===== config.mk =====
export PLATFORM = sky130hd
export DESIGN_NAME = sha256_message_digest
export DESIGN_NICKNAME = d
export VERILOG_FILES = /design/src/sha256_pkg.sv /design/src/sha256_front.sv /design/src/sha256_core.sv /design/src/sha256_message_digest.sv
export VERILOG_INCLUDE_DIRS = /design/src /design/src/src
export SDC_FILE = /design/constraint.sdc
export NUM_CORES = 2
export LEC_CHECK = 0
export BUFFER_PORTS_ARGS = -buffer_cell sky130_fd_sc_hd__buf_2
export CAP_MARGIN = 10
export CORE_MARGIN = 2
export CORE_UTILIZATION = 55
export DETAILED_ROUTE_END_ITERATION = 8
export PLACE_DENSITY = 0.8
export SETUP_SLACK_MARGIN = 0.5
export SKIP_CTS_REPAIR_TIMING = 1
export SLEW_MARGIN = 5
export SYNTH_ARGS = -nofsm -noshare
export SYNTH_HDL_FRONTEND = slang
export SYNTH_HIERARCHICAL = 1
export SYNTH_SLANG_ARGS = --single-unit

===== constraint.sdc =====
create_clock -name clk -period 30.1 [get_ports clk]
set_input_delay 6.02 -clock clk [delete_from_list [all_inputs] [get_ports clk]]
set_output_delay 6.02 -clock clk [all_outputs]
set_load 0.02 [all_outputs]

===== src/assert_macros.svh =====
// ----------------------------------------------------------------------------
// Assertion macros
// Shared concurrent assertion forms for the digest block.
// ----------------------------------------------------------------------------
`ifndef ASSERT_MACROS_SVH
`define ASSERT_MACROS_SVH
`ifndef SYNTHESIS
`define ASSERT_IMPLIES(label, clk, rst_n, ante, cons) \
    label: assert property (@(posedge clk) disable iff (!rst_n) (ante) |-> (cons)) \
        else $error("assertion failed");
`define ASSERT_NEXT(label, clk, rst_n, ante, cons) \
    label: assert property (@(posedge clk) disable iff (!rst_n) (ante) |=> (cons)) \
        else $error("assertion failed");
`else
`define ASSERT_IMPLIES(label, clk, rst_n, ante, cons)
`define ASSERT_NEXT(label, clk, rst_n, ante, cons)
`endif
`endif


===== src/sha256_pkg.sv =====
// ----------------------------------------------------------------------------
// SHA-256 package
// Shared types and constants of the digest block.
// ----------------------------------------------------------------------------
`default_nettype none
package sha256_pkg;
    localparam int QueueDepth = 2;

    typedef struct packed {
        logic [7:0] message_byte;
        logic       byte_valid;
        logic       end_of_message;
    } item_t;

    typedef logic [31:0] word_t;

    localparam word_t IV [8] = '{
        32'h6a09e667, 32'hbb67ae85, 32'h3c6ef372, 32'ha54ff53a,
        32'h510e527f, 32'h9b05688c, 32'h1f83d9ab, 32'h5be0cd19
    };

    localparam word_t RK [64] = '{
        32'h428a2f98,32'h71374491,32'hb5c0fbcf,32'he9b5dba5,32'h3956c25b,32'h59f111f1,
        32'h923f82a4,32'hab1c5ed5,32'hd807aa98,32'h12835b01,32'h243185be,32'h550c7dc3,
        32'h72be5d74,32'h80deb1fe,32'h9bdc06a7,32'hc19bf174,32'he49b69c1,32'hefbe4786,
        32'h0fc19dc6,32'h240ca1cc,32'h2de92c6f,32'h4a7484aa,32'h5cb0a9dc,32'h76f988da,
        32'h983e5152,32'ha831c66d,32'hb00327c8,32'hbf597fc7,32'hc6e00bf3,32'hd5a79147,
        32'h06ca6351,32'h14292967,32'h27b70a85,32'h2e1b2138,32'h4d2c6dfc,32'h53380d13,
        32'h650a7354,32'h766a0abb,32'h81c2c92e,32'h92722c85,32'ha2bfe8a1,32'ha81a664b,
        32'hc24b8b70,32'hc76c51a3,32'hd192e819,32'hd6990624,32'hf40e3585,32'h106aa070,
        32'h19a4c116,32'h1e376c08,32'h2748774c,32'h34b0bcb5,32'h391c0cb3,32'h4ed8aa4a,
        32'h5b9cca4f,32'h682e6ff3,32'h748f82ee,32'h78a5636f,32'h84c87814,32'h8cc70208,
        32'h90befffa,32'ha4506ceb,32'hbef9a3f7,32'hc67178f2
    };

    localparam logic [7:0] PAD_MARK = 8'h80;
    localparam logic [5:0] LEN_POS  = 6'd56;

    function automatic word_t rotr(input word_t x, input int n);
        return (x >> n) | (x << (32 - n));
    endfunction
endpackage
`default_nettype wire


===== src/sha256_front.sv =====
// ----------------------------------------------------------------------------
// SHA-256 front end
// Accepts input transactions into a short queue for the back end.
// ----------------------------------------------------------------------------
`default_nettype none
module sha256_front #(
    parameter int DEPTH = sha256_pkg::QueueDepth
) (
    input  wire                  clk,
    input  wire                  rst_n,
    input  wire                  s_tvalid,
    output logic                 s_tready,
    input  wire                  in_valid,
    input  wire [7:0]            in_byte,
    input  wire                  in_last,
    output logic                 q_valid,
    output sha256_pkg::item_t    q_item,
    input  wire                  q_pop
);
    import sha256_pkg::*;

    localparam int AW = (DEPTH > 1) ? $clog2(DEPTH) : 1;
    localparam int CW = $clog2(DEPTH + 1);

    item_t           mem [DEPTH];
    logic [AW-1:0]   wr_ptr_reg, rd_ptr_reg;
    logic [CW-1:0]   count_reg;
    logic            push;

    assign s_tready = (count_reg != CW'(DEPTH));
    assign push     = s_tvalid && s_tready;
    assign q_valid  = (count_reg != '0);
    assign q_item   = mem[rd_ptr_reg];

    always_ff @(posedge clk)
    begin
        if (push)
        begin
            mem[wr_ptr_reg] <= '{message_byte: in_byte, byte_valid: in_valid,
                                 end_of_message: in_last};
        end
    end

    always_ff @(posedge clk or negedge rst_n)
    begin
        if (!rst_n)
        begin
            wr_ptr_reg <= '0;
            rd_ptr_reg <= '0;
            count_reg  <= '0;
        end
        else
        begin
            if (push)
            begin
                wr_ptr_reg <= (wr_ptr_reg == AW'(DEPTH - 1)) ? '0 : wr_ptr_reg + 1'b1;
            end
            if (q_pop && q_valid)
            begin
                rd_ptr_reg <= (rd_ptr_reg == AW'(DEPTH - 1)) ? '0 : rd_ptr_reg + 1'b1;
            end
            count_reg <= count_reg + CW'(push) - CW'(q_pop && q_valid);
        end
    end
endmodule
`default_nettype wire


===== src/sha256_core.sv =====
// ----------------------------------------------------------------------------
// SHA-256 back end
// Packs bytes, pads, runs the rounds and sends out the digest words.
// ----------------------------------------------------------------------------
`default_nettype none
module sha256_core (
    input  wire                  clk,
    input  wire                  rst_n,
    input  wire                  q_valid,
    input  sha256_pkg::item_t    q_item,
    output logic                 q_pop,
    output logic                 m_tvalid,
    input  wire                  m_tready,
    output logic [31:0]          m_tdata,
    output logic [2:0]           m_tuser,
    output logic                 m_tlast
);
    import sha256_pkg::*;

    localparam logic [2:0] ST_IDLE = 3'd0;
    localparam logic [2:0] ST_PAD  = 3'd1;
    localparam logic [2:0] ST_RND  = 3'd2;
    localparam logic [2:0] ST_FIN  = 3'd3;
    localparam logic [2:0] ST_OUT  = 3'd4;

    logic [2:0]  state_reg, state_next;
    word_t       chain_reg [8];
    word_t       var_reg [8];
    word_t       blk_reg [16];
    logic [63:0] bits_reg;
    logic [5:0]  pos_reg;
    logic [5:0]  rnd_reg;
    logic [2:0]  idx_reg;
    logic        last_pend_reg, mark_reg, len_phase_reg;

    logic        put_en;
    logic [7:0]  put_val;
    word_t       s0, s1, w_new, big0, big1, ch, maj, t1, t2;

    assign m_tvalid = (state_reg == ST_OUT);
    assign m_tdata  = chain_reg[idx_reg];
    assign m_tuser  = idx_reg;
    assign m_tlast  = (idx_reg == 3'd7);
    assign q_pop    = (state_reg == ST_IDLE);

    always_comb
    begin
        put_en  = 1'b0;
        put_val = q_item.message_byte;
        if (state_reg == ST_IDLE)
        begin
            put_en = q_valid && q_item.byte_valid;
        end
        else if (state_reg == ST_PAD)
        begin
            put_en = 1'b1;
            if (!mark_reg)
            begin
                put_val = PAD_MARK;
            end
            else if (len_phase_reg || pos_reg == LEN_POS)
            begin
                put_val = bits_reg[63 - 8 * pos_reg[2:0] -: 8];
            end
            else
            begin
                put_val = 8'h00;
            end
        end
    end

    always_comb
    begin
        s0    = rotr(blk_reg[1], 7) ^ rotr(blk_reg[1], 18) ^ (blk_reg[1] >> 3);
        s1    = rotr(blk_reg[14], 17) ^ rotr(blk_reg[14], 19) ^ (blk_reg[14] >> 10);
        w_new = s1 + blk_reg[9] + s0 + blk_reg[0];
        big1  = rotr(var_reg[4], 6) ^ rotr(var_reg[4], 11) ^ rotr(var_reg[4], 25);
        ch    = (var_reg[4] & var_reg[5]) ^ (~var_reg[4] & var_reg[6]);
        t1    = var_reg[7] + big1 + ch + RK[rnd_reg] + blk_reg[0];
        big0  = rotr(var_reg[0], 2) ^ rotr(var_reg[0], 13) ^ rotr(var_reg[0], 22);
        maj   = (var_reg[0] & var_reg[1]) ^ (var_reg[0] & var_reg[2])
              ^ (var_reg[1] & var_reg[2]);
        t2    = big0 + maj;
    end

    always_comb
    begin
        state_next = state_reg;
        case (state_reg)
            ST_IDLE:
            begin
                if (q_valid)
                begin
                    if (put_en && pos_reg == 6'd63)
                    begin
                        state_next = ST_RND;
                    end
                    else if (q_item.end_of_message)
                    begin
                        state_next = ST_PAD;
                    end
                end
            end
            ST_PAD:
            begin
                if (pos_reg == 6'd63)
                begin
                    state_next = ST_RND;
                end
            end
            ST_RND:
            begin
                if (rnd_reg == 6'd63)
                begin
                    state_next = ST_FIN;
                end
            end
            ST_FIN:
            begin
                if (last_pend_reg && len_phase_reg)
                begin
                    state_next = ST_OUT;
                end
                else if (last_pend_reg)
                begin
                    state_next = ST_PAD;
                end
                else
                begin
                    state_next = ST_IDLE;
                end
            end
            ST_OUT:
            begin
                if (m_tready && idx_reg == 3'd7)
                begin
                    state_next = ST_IDLE;
                end
            end
            default:
            begin
                state_next = ST_IDLE;
            end
        endcase
    end

    always_ff @(posedge clk)
    begin
        if (put_en)
        begin
            blk_reg[pos_reg[5:2]][8 * (3 - pos_reg[1:0]) +: 8] <= put_val;
        end
        else if (state_reg == ST_RND)
        begin
            for (int i = 0; i < 15; i++)
            begin
                blk_reg[i] <= blk_reg[i + 1];
            end
            blk_reg[15] <= w_new;
        end
        if (state_next == ST_RND && state_reg != ST_RND)
        begin
            var_reg <= chain_reg;
        end
        else if (state_reg == ST_RND)
        begin
            var_reg[7] <= var_reg[6];
            var_reg[6] <= var_reg[5];
            var_reg[5] <= var_reg[4];
            var_reg[4] <= var_reg[3] + t1;
            var_reg[3] <= var_reg[2];
            var_reg[2] <= var_reg[1];
            var_reg[1] <= var_reg[0];
            var_reg[0] <= t1 + t2;
        end
    end

    always_ff @(posedge clk or negedge rst_n)
    begin
        if (!rst_n)
        begin
            state_reg     <= ST_IDLE;
            chain_reg     <= IV;
            bits_reg      <= '0;
            pos_reg       <= '0;
            rnd_reg       <= '0;
            idx_reg       <= '0;
            last_pend_reg <= 1'b0;
            mark_reg      <= 1'b0;
            len_phase_reg <= 1'b0;
        end
        else
        begin
            state_reg <= state_next;
            if (put_en)
            begin
                pos_reg <= pos_reg + 1'b1;
            end
            if (state_reg == ST_IDLE && put_en)
            begin
                bits_reg <= bits_reg + 64'd8;
            end
            if (state_reg == ST_IDLE && q_valid)
            begin
                last_pend_reg <= q_item.end_of_message;
            end
            if (state_reg == ST_PAD)
            begin
                mark_reg <= 1'b1;
                if (mark_reg && pos_reg == LEN_POS)
                begin
                    len_phase_reg <= 1'b1;
                end
            end
            if (state_reg == ST_RND)
            begin
                rnd_reg <= rnd_reg + 1'b1;
            end
            if (state_reg == ST_FIN)
            begin
                for (int i = 0; i < 8; i++)
                begin
                    chain_reg[i] <= chain_reg[i] + var_reg[i];
                end
            end
            if (state_reg == ST_OUT && m_tready)
            begin
                idx_reg <= idx_reg + 1'b1;
                if (idx_reg == 3'd7)
                begin
                    chain_reg     <= IV;
                    bits_reg      <= '0;
                    pos_reg       <= '0;
                    last_pend_reg <= 1'b0;
                    mark_reg      <= 1'b0;
                    len_phase_reg <= 1'b0;
                end
            end
        end
    end
endmodule
`default_nettype wire


===== src/sha256_message_digest.sv =====
// ----------------------------------------------------------------------------
// SHA-256 message digest
// Hashes a byte stream; sends the eight digest words at the end of a message.
// ----------------------------------------------------------------------------
// Input: one transaction per item on s_*. tdata carries the message byte,
// tuser the byte-valid flag, tlast ends the message (tuser low with tlast
// high hashes the empty message). Output: eight transactions on m_* per
// message, tdata the digest word, tuser its index 0..7, tlast on word 7.
// A two-entry queue holds input transactions while the back end works.
// The back end takes one byte per cycle while idle; each filled 64-byte
// block then takes 64 rounds on one round unit and a chaining add. At the end
// of a message it pads one byte per cycle (up to 72 bytes, one or two
// blocks), then presents the digest words, one per cycle while m_tready
// is high. When the receiver stalls, the current word holds and the queue
// fills, after which s_tready drops. Reset loads the initial hash values,
// empties the queue and clears the length; no clearing pass is needed.
// ----------------------------------------------------------------------------
`default_nettype none
`include "assert_macros.svh"
module sha256_message_digest #(
    parameter int QUEUE_DEPTH = sha256_pkg::QueueDepth
) (
    input  wire         clk,
    input  wire         rst_n,
    input  wire         s_tvalid,
    output logic        s_tready,
    input  wire  [7:0]  s_tdata,   // [7:0] message_byte
    input  wire         s_tuser,   // [0] byte_valid
    input  wire         s_tlast,
    output logic        m_tvalid,
    input  wire         m_tready,
    output logic [31:0] m_tdata,   // [31:0] digest_word
    output logic [2:0]  m_tuser,   // [2:0] word_index
    output logic        m_tlast
);
    import sha256_pkg::*;

    logic  q_valid, q_pop;
    item_t q_item;

    sha256_front #(.DEPTH(QUEUE_DEPTH)) u_front (
        .clk(clk), .rst_n(rst_n), .s_tvalid(s_tvalid), .s_tready(s_tready),
        .in_valid(s_tuser), .in_byte(s_tdata), .in_last(s_tlast),
        .q_valid(q_valid), .q_item(q_item), .q_pop(q_pop)
    );

    sha256_core u_core (
        .clk(clk), .rst_n(rst_n), .q_valid(q_valid), .q_item(q_item), .q_pop(q_pop),
        .m_tvalid(m_tvalid), .m_tready(m_tready), .m_tdata(m_tdata),
        .m_tuser(m_tuser), .m_tlast(m_tlast)
    );

    `ASSERT_NEXT(a_last_ends, clk, rst_n, m_tvalid && m_tready && m_tlast, !m_tvalid)
    `ASSERT_IMPLIES(a_last_idx, clk, rst_n, m_tvalid, m_tlast == (m_tuser == 3'd7))
    `ASSERT_NEXT(a_word_step, clk, rst_n, m_tvalid && m_tready && !m_tlast,
        m_tvalid && m_tuser == $past(m_tuser) + 3'd1)
endmodule
`default_nettype wire

### Yosys cells after proc, flatten, opt, wreduce, memory -nomap -nowiden

Memories as Yosys holds them, arrays and structs flattened.
Cells that the tools add are included.

| word-level totals | value |
|---|---|
| bits in registers | 601 |
| latch bits | 0 |
| RAM bits | 532 |
| memory bits (read-only) | 2,048 |
| input bits | 14 |
| word-level logic and storage cells | 172 |
| memories kept | 3 |

Memory list:

| name | words | width | read ports | clocked after Yosys merged registers in | write ports | RTL line | source |
|---|---|---|---|---|---|---|---|
| (no name shown) | 64 | 32 | 1 | 0 | 0 | sha256_core.sv:79 | `t1 = var_reg[7] + big1 + ch + RK[rnd_reg] + blk_reg[0];` |
| u_core.blk_reg | 16 | 32 | 16 | 0 | 16 | sha256_core.sv:29 | `word_t blk_reg [16];` |
| u_front.mem | 2 | 10 | 1 | 0 | 1 | sha256_front.sv:25 | `item_t mem [DEPTH];` |

| cells by class | value |
|---|---|
| add/sub/neg operators | 29 |
| $mul | 0 |
| divide/modulo/power cells | 0 |
| $lt $le $gt $ge | 2 |
| eq/ne operators | 11 |
| shift-type cells | 3 |
| muxes and demuxes | 53 |
| bitwise logic cells | 29 |
| reduce and logical (&&, ||, !) cells | 15 |

Operators with widths:

| operator | number |
|---|---|
| $mux 256 | 5 |
| $add 32x32->32 | 18 |
| $xor 32x32->32 | 9 |
| $mux 32 | 7 |
| $mux 64 | 3 |
| $and 32x32->32 | 5 |
| $bmux 32 s3 | 1 |
| $shiftx 71x33->8 | 1 |
| $add 64x4->64 const B | 1 |
| $neg 32->34 | 1 |
| $shift 8x34->32 const A | 1 |
| $shiftx 8x34->32 | 1 |
| $mux 8 | 4 |
| $not 32->32 | 1 |
| $or 10x32->32 | 1 |
| $or 13x32->32 | 1 |
| $or 14x32->32 | 1 |
| $or 15x32->32 | 1 |
| $or 19x32->32 | 1 |
| $or 21x32->32 | 1 |
| $or 25x32->32 | 1 |
| $or 26x32->32 | 1 |
| $or 30x32->32 | 1 |
| $or 7x32->32 | 1 |
| other kinds (29) | 74 |

### Longest topological paths before layout

| logic depth | value |
|---|---|
| depth in word-level cells | 10 |
| mapped depth | 40 |
| depth with buffers taken out | 38 |

### Hierarchy

Netlist, hierarchy kept.

Modules (own cells, without submodules):

| module | times used | cells each | area an instance (sq um) | sequential area each (sq um) |
|---|---|---|---|---|
| sha256_core | 1 | 7,219 | 73,655.6 | 31,690.4 |
| sha256_front | 1 | 53 | 937.1 | 700.7 |

### Least setup slack after synthesis

No wires, ideal clock.

| timing | value |
|---|---|
| path type | register to register |
| from | register u_core.pos_reg[2] |
| to | register u_core/var_reg[0] (netlist name) (enable) |
| data arrival time | 19,916 ps |
| data required time | 28,850 ps |
| setup slack | 8,934 ps |
| cell stages (with the launch flop) | 8 |
| path buffers | 2 |
| path through | dfrtp_1 > clkbuf_1 > and2_1 > clkbuf_1 > nand3_1 > nor2_1 > a21oi_1 > a211oi_1 |

| between the ends | value |
|---|---|
| word-level cells in the longest chain between the ends | 8 |
| elaborated cells between the ends (all ways) | 9 |
| those cells by class | eq/ne (2); mux (4); reduce/logical (3) |

Ends and longest elaborated chain:

| what | RTL line | source |
|---|---|---|
| from (decl) | sha256_core.sv:31 | `logic [5:0] pos_reg;` |
| from (signal assigned) | sha256_core.sv:197 | `pos_reg <= pos_reg + 1'b1;` |
| $eq 6x6->1 (*) | sha256_core.sv:94, sha256_core.sv:106 |  |
| $logic_and 1x1->1 | sha256_core.sv:94 | `if (put_en && pos_reg == 6'd63)` |
| $mux 3 | sha256_core.sv:94 |  |
| $mux 3 | sha256_core.sv:92 | `if (q_valid)` |
| $pmux 3 s5 (*) | sha256_core.sv:89 | `case (state_reg)` |
| $eq 3x2->1 (*) | sha256_core.sv:161 | `if (state_next == ST_RND && state_reg != ST_RND)` |
| $logic_and 1x1->1 (*) | sha256_core.sv:161 |  |
| $reduce_bool 2->1 (no line) (*) | -- |  |
| to (signal assigned) | sha256_core.sv:163 | `var_reg <= chain_reg;` |
| to (decl) | sha256_core.sv:28 | `word_t var_reg [8];` |

Mark *: on every way between the ends. The rest lies on a longest branch, timed or not.
A chain may end at the register's enable or synchronous reset.

### Final worst setup path

| timing | value |
|---|---|
| from | register u_core.rnd_reg[0] |
| to | register u_core/var_reg[127] (netlist name), data pin |

| between the ends | value |
|---|---|
| word-level cells in the longest chain between the ends | 9 |
| elaborated cells between the ends (all ways) | 14 |
| those cells by class | add/sub (3); eq/ne (2); mux (6); bitwise (1); reduce/logical (1); memory (1) |

Ends and longest elaborated chain:

| what | RTL line | source |
|---|---|---|
| from (decl) | sha256_core.sv:32 | `logic [5:0] rnd_reg;` |
| from (signal assigned) | sha256_core.sv:217 | `rnd_reg <= rnd_reg + 1'b1;` |
| $not 6->7 (not written as such) | sha256_core.sv:79 |  |
| $mem_v2 64x32 | -- |  |
| $mux 32 (not written as such) (2 in a row) | sha256_core.sv:79 |  |
| $add 32x32->32 (2 in a row) | sha256_core.sv:79 |  |
| $add 32x32->32 | sha256_core.sv:170 | `var_reg[4] <= var_reg[3] + t1;` |
| $mux 256 | sha256_core.sv:165 | `else if (state_reg == ST_RND)` |
| $mux 256 (*) | sha256_core.sv:161 |  |

Mark *: on every way between the ends. The rest lies on a longest branch, timed or not. The select of a mux whose other input is x is not followed.

==> flow_metrics.tcl <==
set metrics [dict create \
    crit_end "u_core/var_reg[127]" \
    slew_headroom 0.145 \
    via_per_inst 6.47 \
    pin_count 52 \
    fin_nets 7778 \
    wirelength_um 231000 \
    synthesis.nets 7880 \
    vias 58600 \
    worstSetupEndpointType "flip-flop" \
    arrival_ns 10.66 \
    fmax_ghz 0.0993 \
    h-tree-depth 3 \
    dieHeight_um 372 \
    finalHoldViolCount 0 \
    grt_pass1_vias 56700 \
    syn_inst 7272 \
    grt-ovfl-total 0 \
    layout_common_cells "nand2_1 (1,107), edfxtp_1 (788), a21o_1 (675), a21oi_1 (519), xnor2_1 (427)" \
    syn_avg_cell_area_um2 10.3 \
    timing.rr.end "u_core/var_reg[127]" \
    rrSetupSlack_ns 20.03 \
    area_growth_pct 8.03 \
    required_ns 30.69 \
    async_reset_ff_frac 0.303 \
    cap_violations 0 \
    tns_ns 0 \
    grt_max_degree 218 \
    yosys_warnings 6 \
    die_area_mm2 0.139 \
    synth_area_leaders "edfxtp_1 (32%), dfrtp_1 (6.9%), a21o_1 (6.8%)" \
    antenna_found_initial 7 \
    cp_common_cell "a21oi_1" \
    critical_path_depth 37 \
    yosysTopAreaCellShare 0.317 \
    status "complete, no violations" \
    initialDrtViolationCount 7325 \
    crit_fanout 18 \
    port_buffers 51 \
    core-area_mm2 0.135 \
    critPathLaunch "u_core/rnd_reg[0]" \
    synth_edf_count 788 \
    drc 0 \
    layout-drive-gt1-share 0.0989 \
    grt_setup_unrepaired "false" \
    min_path_type "reg -> reg" \
    ant_nets 0 \
    finalSetupViolCount 0 \
    finClkSkew_ns 0.0970 \
    cts_sinks 1130 \
    gp_congestion 1.01 \
    slew_viol_final 0 \
    wl_per_cell_um 25.5 \
    syn_area_mm2 0.0746 \
    die_w_um 372 \
    startpoint_type "flip-flop" \
    critPathSlowestCell "ha_1" \
    critPathTopFamily "compound AO/OA/AOI/OAI gates" \
    synth_top_area_cell "edfxtp_1" \
    initial_core_util 0.553 \
    dr.pass1.iters 6 \
    hpwl_um 166000 \
    r2r_start "u_core/rnd_reg[0]" \
    timing.final.crit_share 0.335 \
    grt_usage 0.331 \
    grt_pass1_wl_um 348000 \
    cts_made_buffers 121 \
    worst_slew_pin_slew_ns 1.27 \
    synth_flop_cell "edfxtp_1" \
    worstSetupPathType "reg -> reg" \
    clk_latency_ns 0.80 \
    cts_tree "yes" \
    rows 135 \
    path_clk_slew_ns 0.06 \
    ys_types 102 \
    root_buffer "clkbuf_16" \
    largest_reg_flops 512 \
    ys_seq_elements 1130 \
    crit_buf_inv 4 \
    period_needed_ns 10.07 \
    ys_seq_area_frac 0.434 \
    cts_buffer_depth 3 \
    final_common_cell "nand2_1" \
    rr_worst_depth 37 \
    slowest_delay_ns 0.68 \
    hold-path-cell-count 1 \
]
## routing by layer
metal	vias up	part of all wire	track usage
met3	728	0.10	0.0667
met1	28800	0.38	0.435
li1	25800	-	-
met4	2	0.072	0.201
met2	3313	0.44	0.506
met5	-	0.000048	0
## Yosys cell counts (50+ instances only)
library cell and instances:
xnor2_1 427, nand3_1 124, nand2b_1 65, o21ai_0 371, a21o_1 675, o21a_1 50
nor3_1 63, a211oi_1 58, ha_1 399, fa_1 195, xor2_1 206, nor2_1 341
a21oi_1 519, edfxtp_1 788, o211ai_1 109, mux2_2 70, mux4_2 83, inv_1 271
dfstp_2 136, dfrtp_1 206, nand2_1 1107, clkbuf_1 364
## final cells by class
class	count	area [um^2]
Antenna cell	2	5.00
Clock buffer	164	3300
Clock inverter	67	642
Fill cell	10900	54400
Inverter	275	1030
Multi-Input combinational cell	5459	39700
Sequential cell	1130	32400
Tap cell	1781	2230
Timing Repair Buffer	183	1300
## worst min path at each step
stage / from / end / slack (ns)
after floorplan: u_front/wr_ptr_reg / u_front/wr_ptr_reg / 0.46
after global placement: u_front/wr_ptr_reg / u_front/wr_ptr_reg / 0.47
after detailed placement: u_core/blk_reg[7][3] / u_core/blk_reg[6][3] / 0.50
after CTS: u_core/blk_reg[12][31] / u_core/blk_reg[11][31] / 0.49
after global routing: u_core/blk_reg[12][31] / u_core/blk_reg[11][31] / 0.50
final: u_core/blk_reg[12][31] / u_core/blk_reg[11][31] / 0.49
## worst reg2reg max path: cells and delay by family, from the launching register on
kind / cells / cell delay (ns)
AO/OA/AOI/OAI: 20 / 4.22
XOR/XNOR: 2 / 0.63
adder cells (fa/ha/maj): 5 / 2.39
buffers and inverters: 4 / 0.74
flip-flops: 1 / 0.32
AND/OR/NAND/NOR: 6 / 1.57
## logic make-up (layout without fill, tap and decap cells)
group,after synthesis,after routing,synth area share
DFF,1130,1130,0.434
muxes,173,173,0.0383
adders and majority gates,615,615,0.122
xor gates and xnor gates,635,635,0.0749
AOI/OAI and AO/OA,2094,2094,0.183
and+or+nand+nor,1942,1942,0.113
other,0,2,0
buffers and inverters,683,689,0.0346
## through the flow
stage               hold slack [ns]  worst slack (ns)  cell area (um^2)  utilization  std cells
finish                        0.488             20.03             80600        0.597       9061
global route                  0.497             19.33             80600        0.597       9059
CTS                           0.489             20.06             80500        0.597       9054
detailed placement            0.502             20.12             76600        0.568       8823
global placement              0.475             20.24             76600        0.568       8821
floorplan                     0.460              8.93             74600            -       7272
Power is not shown: default switching activity piles up to over one toggle a cycle in this logic, so the estimate is an artifact.
